**src/hdl/rc4sc_pkg.sv**
```systemverilog
// ----------------------------------------------------------------------------
// rc4sc_pkg
// shared types and command codes for the rc4 stream cipher engine
// ----------------------------------------------------------------------------
package rc4sc_pkg;

	localparam int OP_W = 4;

	localparam logic [OP_W-1:0] OP_NOP     = 4'd0;
	localparam logic [OP_W-1:0] OP_CAPTURE = 4'd1;
	localparam logic [OP_W-1:0] OP_KEY     = 4'd2;
	localparam logic [OP_W-1:0] OP_INIT    = 4'd3;
	localparam logic [OP_W-1:0] OP_K0      = 4'd4;
	localparam logic [OP_W-1:0] OP_K1      = 4'd5;
	localparam logic [OP_W-1:0] OP_K2      = 4'd6;
	localparam logic [OP_W-1:0] OP_K3      = 4'd7;
	localparam logic [OP_W-1:0] OP_RDI     = 4'd8;
	localparam logic [OP_W-1:0] OP_RDJ     = 4'd9;
	localparam logic [OP_W-1:0] OP_SWP     = 4'd10;
	localparam logic [OP_W-1:0] OP_FIN     = 4'd11;
	localparam logic [OP_W-1:0] OP_PASS    = 4'd12;

	localparam int ACT_KEY  = 0;
	localparam int ACT_DATA = 1;

	typedef struct packed {
		logic [OP_W-1:0] op;
	} cmd_t;

	typedef struct packed {
		logic keyed;
		logic key_last;
		logic n_last;
		logic out_free;
	} sts_t;

endpackage

```
**src/hdl/rc4sc_ctrl.sv**
```systemverilog
// ----------------------------------------------------------------------------
// rc4sc_ctrl
// sequencer for key load, key schedule and per-byte keystream generation
// ----------------------------------------------------------------------------
module rc4sc_ctrl (
	input  logic          clk,
	input  logic          arst_n,
	input  logic          in_valid,
	input  logic          in_action,
	input  rc4sc_pkg::sts_t sts,
	output rc4sc_pkg::cmd_t cmd,
	output logic          in_ready
);
	import rc4sc_pkg::*;

	localparam logic [3:0] ST_IDLE = 4'd0;
	localparam logic [3:0] ST_KEY  = 4'd1;
	localparam logic [3:0] ST_INIT = 4'd2;
	localparam logic [3:0] ST_K0   = 4'd3;
	localparam logic [3:0] ST_K1   = 4'd4;
	localparam logic [3:0] ST_K2   = 4'd5;
	localparam logic [3:0] ST_K3   = 4'd6;
	localparam logic [3:0] ST_RDI  = 4'd7;
	localparam logic [3:0] ST_RDJ  = 4'd8;
	localparam logic [3:0] ST_SWP  = 4'd9;
	localparam logic [3:0] ST_FIN  = 4'd10;
	localparam logic [3:0] ST_PASS = 4'd11;

	logic [3:0] state_q;
	logic [3:0] state_nxt;

	always_comb begin
		state_nxt = state_q;
		cmd.op    = OP_NOP;
		in_ready  = 1'b0;
		case (state_q)
			ST_IDLE: begin
				in_ready = 1'b1;
				if (in_valid) begin
					cmd.op = OP_CAPTURE;
					if (in_action == 1'(ACT_KEY))
						state_nxt = ST_KEY;
					else if (sts.keyed)
						state_nxt = ST_RDI;
					else
						state_nxt = ST_PASS;
				end
			end
			ST_KEY: begin
				cmd.op    = OP_KEY;
				state_nxt = sts.key_last ? ST_INIT : ST_IDLE;
			end
			ST_INIT: begin
				cmd.op = OP_INIT;
				if (sts.n_last)
					state_nxt = ST_K0;
			end
			ST_K0: begin
				cmd.op    = OP_K0;
				state_nxt = ST_K1;
			end
			ST_K1: begin
				cmd.op    = OP_K1;
				state_nxt = ST_K2;
			end
			ST_K2: begin
				cmd.op    = OP_K2;
				state_nxt = ST_K3;
			end
			ST_K3: begin
				cmd.op    = OP_K3;
				state_nxt = sts.n_last ? ST_IDLE : ST_K0;
			end
			ST_RDI: begin
				cmd.op    = OP_RDI;
				state_nxt = ST_RDJ;
			end
			ST_RDJ: begin
				cmd.op    = OP_RDJ;
				state_nxt = ST_SWP;
			end
			ST_SWP: begin
				cmd.op    = OP_SWP;
				state_nxt = ST_FIN;
			end
			ST_FIN: begin
				if (sts.out_free) begin
					cmd.op    = OP_FIN;
					state_nxt = ST_IDLE;
				end
			end
			ST_PASS: begin
				if (sts.out_free) begin
					cmd.op    = OP_PASS;
					state_nxt = ST_IDLE;
				end
			end
			default: begin
				state_nxt = ST_IDLE;
			end
		endcase
	end

	always_ff @(posedge clk or negedge arst_n) begin
		if (!arst_n)
			state_q <= ST_IDLE;
		else
			state_q <= state_nxt;
	end

endmodule

```
**src/hdl/rc4sc_dp.sv**
```systemverilog
// ----------------------------------------------------------------------------
// rc4sc_dp
// permutation table, key store, index registers and output register
// ----------------------------------------------------------------------------
module rc4sc_dp #(
	parameter int KEY_BYTES_MAX = 32
) (
	input  logic            clk,
	input  logic            arst_n,
	input  rc4sc_pkg::cmd_t cmd,
	input  logic [7:0]      byte_in,
	input  logic            key_last,
	input  logic            data_last,
	output rc4sc_pkg::sts_t sts,
	output logic            out_valid,
	input  logic            out_ready,
	output logic [7:0]      byte_out,
	output logic            unkeyed,
	output logic            msg_last
);
	import rc4sc_pkg::*;

	localparam int KIW = (KEY_BYTES_MAX > 1) ? $clog2(KEY_BYTES_MAX) : 1;
	localparam int CW  = $clog2(KEY_BYTES_MAX + 1);

	logic [7:0]     perm_mem [256];
	logic [7:0]     key_mem [KEY_BYTES_MAX];

	logic [7:0]     byte_q;
	logic           klast_q;
	logic           dlast_q;
	logic [CW-1:0]  kcnt_q;
	logic [KIW-1:0] kidx_q;
	logic [7:0]     i_q;
	logic [7:0]     j_q;
	logic [7:0]     n_q;
	logic [7:0]     a_q;
	logic [7:0]     b_q;
	logic           keyed_q;
	logic [7:0]     rdata_q;
	logic [7:0]     krd_q;
	logic           out_valid_q;
	logic [7:0]     byte_out_q;
	logic           unkeyed_q;
	logic           msg_last_q;

	logic           pwe;
	logic [7:0]     pwaddr;
	logic [7:0]     pwdata;
	logic           pre;
	logic [7:0]     praddr;
	logic [7:0]     j_sched;
	logic [7:0]     ks_idx;
	logic [7:0]     ks_byte;
	logic           key_room;
	logic [CW:0]    kidx_inc;
	logic           kidx_wrap;
	logic           out_free;

	assign j_sched   = j_q + rdata_q + krd_q;
	assign ks_idx    = a_q + b_q;
	assign key_room  = kcnt_q < CW'(KEY_BYTES_MAX);
	assign kidx_inc  = (CW+1)'(kidx_q) + 1'b1;
	assign kidx_wrap = kidx_inc >= {1'b0, kcnt_q};
	assign out_free  = !out_valid_q || out_ready;

	always_comb begin
		if (ks_idx == j_q)
			ks_byte = a_q;
		else if (ks_idx == i_q)
			ks_byte = b_q;
		else
			ks_byte = rdata_q;
	end

	always_comb begin
		pwe    = 1'b0;
		pwaddr = n_q;
		pwdata = n_q;
		pre    = 1'b0;
		praddr = n_q;
		case (cmd.op)
			OP_INIT: begin
				pwe = 1'b1;
			end
			OP_K0: begin
				pre = 1'b1;
			end
			OP_K1: begin
				pre    = 1'b1;
				praddr = j_sched;
			end
			OP_K2: begin
				pwe    = 1'b1;
				pwdata = rdata_q;
			end
			OP_K3: begin
				pwe    = 1'b1;
				pwaddr = j_q;
				pwdata = a_q;
			end
			OP_RDI: begin
				pre    = 1'b1;
				praddr = i_q + 8'd1;
			end
			OP_RDJ: begin
				pre    = 1'b1;
				praddr = j_q + rdata_q;
			end
			OP_SWP: begin
				pwe    = 1'b1;
				pwaddr = i_q;
				pwdata = rdata_q;
				pre    = 1'b1;
				praddr = a_q + rdata_q;
			end
			OP_FIN: begin
				pwe    = 1'b1;
				pwaddr = j_q;
				pwdata = a_q;
			end
			default: begin
				pwe = 1'b0;
			end
		endcase
	end

	// permutation table: one write and one registered read per cycle
	always_ff @(posedge clk) begin
		if (pwe)
			perm_mem[pwaddr] <= pwdata;
		if (pre)
			rdata_q <= perm_mem[praddr];
	end

	always_ff @(posedge clk) begin
		if (cmd.op == OP_KEY && key_room)
			key_mem[kcnt_q[KIW-1:0]] <= byte_q;
		if (cmd.op == OP_K0)
			krd_q <= key_mem[kidx_q];
	end

	always_ff @(posedge clk or negedge arst_n) begin
		if (!arst_n) begin
			kcnt_q      <= '0;
			kidx_q      <= '0;
			i_q         <= '0;
			j_q         <= '0;
			keyed_q     <= 1'b0;
			out_valid_q <= 1'b0;
		end else begin
			case (cmd.op)
				OP_KEY: begin
					if (key_room)
						kcnt_q <= kcnt_q + 1'b1;
				end
				OP_INIT: begin
					j_q    <= '0;
					kidx_q <= '0;
				end
				OP_K1: begin
					j_q <= j_sched;
				end
				OP_K3: begin
					kidx_q <= kidx_wrap ? '0 : kidx_inc[KIW-1:0];
					if (n_q == 8'hFF) begin
						i_q     <= '0;
						j_q     <= '0;
						kcnt_q  <= '0;
						keyed_q <= 1'b1;
					end
				end
				OP_RDI: begin
					i_q <= i_q + 8'd1;
				end
				OP_RDJ: begin
					j_q <= j_q + rdata_q;
				end
				default: begin
					kcnt_q <= kcnt_q;
				end
			endcase
			if (cmd.op == OP_FIN || cmd.op == OP_PASS)
				out_valid_q <= 1'b1;
			else if (out_ready)
				out_valid_q <= 1'b0;
		end
	end

	always_ff @(posedge clk) begin
		case (cmd.op)
			OP_CAPTURE: begin
				byte_q  <= byte_in;
				klast_q <= key_last;
				dlast_q <= data_last;
			end
			OP_KEY: begin
				n_q <= '0;
			end
			OP_INIT: begin
				n_q <= n_q + 8'd1;
			end
			OP_K1: begin
				a_q <= rdata_q;
			end
			OP_K3: begin
				n_q <= n_q + 8'd1;
			end
			OP_RDJ: begin
				a_q <= rdata_q;
			end
			OP_SWP: begin
				b_q <= rdata_q;
			end
			OP_FIN: begin
				byte_out_q <= byte_q ^ ks_byte;
				unkeyed_q  <= 1'b0;
				msg_last_q <= dlast_q;
			end
			OP_PASS: begin
				byte_out_q <= byte_q;
				unkeyed_q  <= 1'b1;
				msg_last_q <= dlast_q;
			end
			default: begin
				byte_q <= byte_q;
			end
		endcase
	end

	assign sts.keyed    = keyed_q;
	assign sts.key_last = klast_q;
	assign sts.n_last   = (n_q == 8'hFF);
	assign sts.out_free = out_free;

	assign out_valid = out_valid_q;
	assign byte_out  = byte_out_q;
	assign unkeyed   = unkeyed_q;
	assign msg_last  = msg_last_q;

endmodule

```
**src/hdl/rc4_stream_cipher.sv**
```systemverilog
// ----------------------------------------------------------------------------
// rc4_stream_cipher
// rc4 (arcfour) cipher engine with a stream input for key and data bytes
// ----------------------------------------------------------------------------
// Key bytes (tuser[0] = 0) fill a key store of KEY_BYTES_MAX bytes; the one
// with tuser[1] set starts the key schedule. Data bytes (tuser[0] = 1) come
// back XORed with the keystream, tlast echoed; before the first schedule they
// pass unchanged with m_tuser set. The 256-entry table has one write and one
// read port, so the input is held while a byte is worked on: a keyed data
// byte goes through the read-i, read-j, swap and finish states, an unkeyed
// data byte the pass state, a key byte the key-store state, and a final key
// byte the key schedule (identity load, then steps K0 to K3 per entry). A
// finished result waits in the output register as the next byte is taken.
// ----------------------------------------------------------------------------
module rc4_stream_cipher #(
	parameter int KEY_BYTES_MAX = 32
) (
	input  logic       clk,
	input  logic       arst_n,
	input  logic       s_tvalid,
	output logic       s_tready,
	input  logic [7:0] s_tdata,   // byte_in
	input  logic [1:0] s_tuser,   // action, key_last
	input  logic       s_tlast,   // data_last
	output logic       m_tvalid,
	input  logic       m_tready,
	output logic [7:0] m_tdata,   // byte_out
	output logic [0:0] m_tuser,   // unkeyed
	output logic       m_tlast    // msg_last
);
	import rc4sc_pkg::*;

	cmd_t cmd;
	sts_t sts;

	rc4sc_ctrl u_ctrl (
		.clk       (clk),
		.arst_n    (arst_n),
		.in_valid  (s_tvalid),
		.in_action (s_tuser[0]),
		.sts       (sts),
		.cmd       (cmd),
		.in_ready  (s_tready)
	);

	rc4sc_dp #(
		.KEY_BYTES_MAX (KEY_BYTES_MAX)
	) u_dp (
		.clk       (clk),
		.arst_n    (arst_n),
		.cmd       (cmd),
		.byte_in   (s_tdata),
		.key_last  (s_tuser[1]),
		.data_last (s_tlast),
		.sts       (sts),
		.out_valid (m_tvalid),
		.out_ready (m_tready),
		.byte_out  (m_tdata),
		.unkeyed   (m_tuser[0]),
		.msg_last  (m_tlast)
	);

endmodule

```
**config.mk**
```make
export PLATFORM = sky130hd
export DESIGN_NAME = rc4_stream_cipher
export DESIGN_NICKNAME = d
export VERILOG_FILES = /design/src/hdl/rc4sc_pkg.sv /design/src/hdl/rc4sc_ctrl.sv /design/src/hdl/rc4sc_dp.sv /design/src/hdl/rc4_stream_cipher.sv
export SDC_FILE = /design/constraint.sdc
export NUM_CORES = 2
export LEC_CHECK = 0
export BUFFER_PORTS_ARGS = -buffer_cell sky130_fd_sc_hd__buf_2
export CORE_MARGIN = 2
export CORE_UTILIZATION = 52
export CTS_CLUSTER_SIZE = 12
export DETAILED_ROUTE_END_ITERATION = 10
export PLACE_DENSITY = 0.68
export SYNTH_ARGS = -nofsm -noshare
export SYNTH_HDL_FRONTEND = slang
export SYNTH_SLANG_ARGS = --single-unit
```
**constraint.sdc**
```tcl
create_clock -name clk -period 25 [get_ports clk]
set_input_delay 2.5 -clock clk [delete_from_list [all_inputs] [get_ports clk]]
set_output_delay 2.5 -clock clk [all_outputs]
set_load 0.01 [all_outputs]
```
* Word level (Yosys, flattened, before mapping)
Memory sizes are Yosys's and may differ from the RTL's. A register that Yosys moved wholly into a read port is not among the register bits. Index checks and enable logic that the tools add are counted. W data, S select, Z words.
Storage, ports and cells: flip-flop bits (word level) 77, RAM bits 2304, bits of input ports 15, output and inout port bits 12, logic and storage cells 122, memories kept 2
Memories:
- u_dp.perm_mem | depth 256, bits a word 8, read ports 1, clocked after memory_dff 1, write ports 1, RTL line rc4sc_dp.sv:26 | logic [7:0] perm_mem [256];
- u_dp.key_mem | depth 32, bits a word 8, read ports 1, clocked after memory_dff 1, write ports 1, RTL line rc4sc_dp.sv:27 | logic [7:0] key_mem [KEY_BYTES_MAX];
Operators by class: $add $sub $neg 8, order comparisons 2, eq/ne operators 31, muxes and demuxes 37, bitwise logic cells 1, reduce and logical (&&, ||, !) cells 25
Operator list (count):
- $pmux W8 S2 | 5
- $pmux W8 S4 | 2
- $pmux W4 S12 | 1
- $pmux W4 S11 | 1
- $eq A4 B4 Y1 const B | 9
- $add A8 B8 Y8 | 4
- $eq A4 B3 Y1 const B | 8
- $mux W4 | 7
- $mux W8 | 3
- $add A8 B1 Y8 const B | 2
- $eq A4 B2 Y1 const B | 4
- $eq A8 B8 Y1 | 2
- $mux W6 | 2
- $pmux W6 S2 | 1
- $reduce_bool A2 Y1 | 6
- $reduce_or A2 Y1 | 6
- $mux W1 | 10
- $pmux W5 S2 | 1
- $reduce_or A5 Y1 | 2
- $eq A4 B1 Y1 const B | 2
- $eq A8 B8 Y1 const B | 1
- $xor A8 B8 Y8 | 1
- $ge A7 B6 Y1 | 1
- $add A5 B1 Y6 const B | 1
- 14 further kinds | 22

* Logic depth before layout (Yosys ltp)
depth after elaboration 9, gate-level depth with buffers 19, depth with buffers taken out 18

* Hierarchy
A second synthesis with hierarchy kept.
Second synthesis, totals: cells, all modules 7281, area total of the unflattened synthesis 98683.4 µm²
By module, submodules not included:
- rc4sc_dp | instances 1, cells each 7230, area each 98228.0 µm², sequential area each 71713.8 µm²
- rc4sc_ctrl | instances 1, cells each 51, area each 455.4 µm², sequential area each 100.1 µm²

* Worst setup path after synthesis
OpenSTA, ideal clock, no wires.
path type in2reg, start point input m_tready, end point memory u_dp.perm_mem[0][5], data pin, library setup time 1579 ps, data arrival time 10764 ps, setup slack 12657 ps, stages on the path 9, buffers on the path 3, path through nand2b_1 > a21oi_1 > nor3_1 > clkbuf_1 > nand2b_1 > clkbuf_1 > clkbuf_1 > nor2_1 > a21oi_1
Between the ends: cells in the longest elaborated chain, start to end 6
Ends and longest elaborated chain:
- from (decl) | RTL line rc4_stream_cipher.sv:26 | input logic m_tready,
- $logic_or A1 B1 Y1 (*) | RTL line rc4sc_dp.sv:65 | assign out_free = !out_valid_q || out_ready;
- $mux W4, on equally long branches | RTL line rc4sc_ctrl.sv:87, rc4sc_ctrl.sv:93
- $pmux W4 S12 (*) | RTL line rc4sc_ctrl.sv:36 | case (state_q)
- $eq A4 B3 Y1 or $eq A4 B4 Y1 (tied branches) | RTL line rc4sc_dp.sv:82 | case (cmd.op)
- $reduce_or A2 Y1 (no source line)
- $pmux W8 S2 (*) | RTL line rc4sc_dp.sv:82
- net u_dp.pwdata[5] | RTL line rc4sc_dp.sv:49 | logic [7:0] pwdata;
- to (decl) | RTL line rc4sc_dp.sv:26
The timed path passes the listed nets; every way through them passes the cells marked *.

* Final worst setup path
start point register u_dp.rdata_q[0] (read register of u_dp.perm_mem), end point register u_dp.rdata_q[0] (read register of u_dp.perm_mem), data pin
Between the ends: cells in the longest elaborated chain, start to end 3
Ends and longest elaborated chain:
- from (decl) | RTL line rc4sc_dp.sv:40 | logic [7:0] rdata_q;
- $add A8 B8 Y8 | RTL line rc4sc_dp.sv:60, rc4sc_dp.sv:108
- $add A8 B8 Y8 | RTL line rc4sc_dp.sv:60 | assign j_sched = j_q + rdata_q + krd_q;
- $pmux W8 S4 (*) | RTL line rc4sc_dp.sv:82
Mark *: on every way between the ends. The rest lies on a longest branch, timed or not. A chain may end at the register's enable or synchronous reset.

==> flow_summary.json <==
{
  "stdcell_count": 9492,
  "cts_buffers": 234,
  "preCtsSetupSlack_ns": 17.48,
  "cts_tree": "done",
  "max_slew_margin_pct": 12.69,
  "ys_seq_elements": 2397,
  "hold_buffers": 0,
  "final_layout_size_suffix_gt1_share_pct": 8.376,
  "ys_async_sr_fraction_pct": 1.377,
  "hold_class": "flip-flop to flip-flop",
  "holdPathStages": 0,
  "wl_met2_mm": 119.5,
  "grt_pass1_vias": 57195,
  "fin_skew_ns": 0.03715,
  "drt_iter0_drc": 8327,
  "io_pins": 27,
  "grt_start_max_net_pins": 227,
  "rsz0062_at_grt": "false",
  "dp.cells": 9118,
  "hpwl_mm": 148.2,
  "nets": 6919,
  "via_per_inst": 6.260,
  "cts_setup_buffers": 0,
  "ctsLongestPathBuffers": 3,
  "gp_congestion": 0.9271,
  "min_period_ns": 7.691,
  "finalSetupTns_ns": 0,
  "drcViolationCount": 0,
  "grtUsageTotal_pct": 26.61,
  "row_count": 159,
  "avgSynthCellArea_um2": 14.13,
  "cts-root-buf": "clkbuf_16",
  "met3_length_mm": 26.44,
  "overflow": 0,
  "dieArea_mm2": 0.1921,
  "yosys_warnings": 0,
  "antenna_found_initial": 4,
  "wl_per_cell_um": 27.22,
  "worstSkewPairLatency_ns": 0.89,
  "clock-sinks": 2397,
  "worstPathArrival_ns": 8.26,
  "status": "finished, final reports clean",
  "num_vias": 59424,
  "wl_met1_mm": 99.98,
  "worst_setup_path_start_kind": "flip-flop",
  "crit_required_ns": 25.57,
  "drtAntennaViolNets": 0,
  "synthesis.nets": 6999,
  "report.final.slew_viol_count": 0,
  "cts_resized": 0,
  "die_width_um": 438.3,
  "ys_seq_area_share_pct": 73.22,
  "fmax_mhz": 130.0,
  "post-route-period-util_pct": 30.76,
  "die_h_um": 438.3,
  "synth_flop_cell": "edfxtp_1",
  "clkTransAtPathRegs_ns": 0.06,
  "place_area_mm2": 0.1003,
  "dr.pass1.iters": 7,
  "highest_layer": "met5",
  "fin_ws_ns": 17.31,
  "crit_type": "flip-flop to flip-flop",
  "netlist_instances": 6939,
  "synth_edf_count": 2364,
  "yosysUniqueCellTypes": 84,
  "reg2reg_depth": 15,
  "worstSetupEndpointType": "flip-flop",
  "wl_mm": 258.4,
  "h-tree-depth": 4,
  "start_util_pct": 52.28,
  "setup_viol": 0,
  "syn2layout_area_growth_pct": 9.176,
  "max_cap_violations": 0,
  "cp_max_fo": 70,
  "grt_pass1_wl_mm": 379.8,
  "portBuffers": 26,
  "design_area_mm2": 0.1071,
  "netlist_area_mm2": 0.09807,
  "max_slew.worst_pin.slew_ns": 1.277,
  "finalHoldViolations": 0,
  "core_mm2": 0.1876
}
[logic make-up (layout without fill, tap and decap cells)]
kind of cell | after synthesis | count (layout) | share of synthesized area (%)
multiplexers | 422 | 422 | 5.957
AND/OR/NAND/NOR | 2981 | 2981 | 13.15
adder cells (fa/ha/maj) | 45 | 45 | 0.6047
buffers and inverters | 465 | 522 | 2.270
AO/OA/AOI/OAI | 568 | 568 | 4.225
other | 0 | 1 | 0
XOR/XNOR | 61 | 61 | 0.5728
flip-flops | 2397 | 2397 | 73.22
[worst max-delay path, cell delays in order (launching register included)]
cell and delay (ns):
edfxtp_1 0.52, ha_1 0.30, fa_1 0.58, inv_1 0.08
fa_1 0.38, nand2b_1 0.19, a32oi_1 0.46, a31o_4 0.82
buf_4 0.77, buf_4 0.78, buf_4 0.55, mux2i_1 0.27
o22ai_1 0.10, a222oi_1 0.78, a31oi_1 0.19, a221o_1 0.48
[cell type report]
cell class / count / area (um2)
diodes: 1 / 2.502
fillers: 14391 / 80530
multi-input cells: 4077 / 24260
well taps: 2495 / 3122
repair buffers: 127 / 1051
inverters: 22 / 82.58
clock inverters: 72 / 589.3
clock buffers: 301 / 6148
flip-flops and latches: 2397 / 71820
[synth_stat cells (14+ instances only)]
master | n | area share (%)
edfxtp_1 | 2364 | 72
a221oi_1 | 34 | 0.30
buf_2 | 189 | 0.96
a31oi_1 | 64 | 0.41
nor2_1 | 376 | 1.4
a211oi_1 | 18 | 0.14
nand2b_1 | 14 | 0.089
nor3_1 | 18 | 0.092
or4_1 | 18 | 0.14
nand3_1 | 655 | 3.3
o22ai_1 | 27 | 0.17
clkbuf_1 | 159 | 0.61
xnor2_1 | 34 | 0.30
buf_4 | 47 | 0.36
a32o_1 | 14 | 0.14
and3_1 | 100 | 0.64
mux2i_1 | 281 | 2.9
o21ai_0 | 63 | 0.32
a21oi_1 | 96 | 0.49
nand4_1 | 100 | 0.64
buf_1 | 39 | 0.15
a311oi_1 | 65 | 0.58
dfrtp_1 | 33 | 0.84
inv_1 | 22 | 0.084
mux4_2 | 128 | 2.9
nand2_1 | 1627 | 6.2
a32oi_1 | 49 | 0.44
ha_1 | 41 | 0.52
xor2_1 | 25 | 0.22
[registers in the layout, summed over array words and instances (netlist names), 4 cells and up]
signal,count
u_dp.perm_mem,2048
u_dp.key_mem,256
u_dp.a_q,8
u_dp.b_q,8
u_dp.byte_out,8
u_dp.byte_q,8
u_dp.i_q,8
u_dp.j_q,8
u_dp.krd_q,8
u_dp.n_q,8
u_dp.rdata_q,8
u_dp.kcnt_q,6
u_dp.kidx_q,5
u_ctrl.state_q,4
[metrics by stage]
stage / utilization [%] / hold WS (ns)
finish: 57.07 / 0.4346
global route: 57.07 / 0.4377
global placement: 53.48 / 0.4007
detailed placement: 53.48 / 0.4189
floorplan: - / 0.4003
CTS: 57.07 / 0.4335
[per-layer routing]
metal  up-vias  track usage, %
met4         4           11.80
li1      25862               -
met3       621           5.600
met1     29649           36.85
met2      3288           40.91
met5         -               0
[worst paths after layout]
path / startpoint / endpoint / slack [ns]
max: u_dp.rdata_q[0] / u_dp.rdata_q[0] / 17.31
min: u_dp.dlast_q / u_dp.msg_last / 0.43
max reg2reg: u_dp.rdata_q[0] / u_dp.rdata_q[0] / 17.31
min reg2reg: u_dp.dlast_q / u_dp.msg_last / 0.43
max in group asynchronous: arst_n / u_dp.kidx_q[0] / 22.64
min in group asynchronous: arst_n / u_dp.kcnt_q[4] / 1.73
[cell usage in the layout (no fill, tap or decap), types with 49 or more instances in the layout]
cell type	Yosys	layout
o21ai_0	63	63
a311oi_1	65	65
a21oi_1	96	87
buf_4	47	88
mux4_2	128	128
a32oi_1	49	49
clkbuf_16	0	235
nor2_1	376	371
nand2_1	1627	1626
and3_1	100	100
mux2i_1	281	281
nand3_1	655	655
nand4_1	100	100
clkbuf_1	159	64
edfxtp_1	2364	2364
a31oi_1	64	62
Power is left out: the tool's default activity adds up to more than one toggle a clock period on the data nets, which glitch-free logic cannot reach.
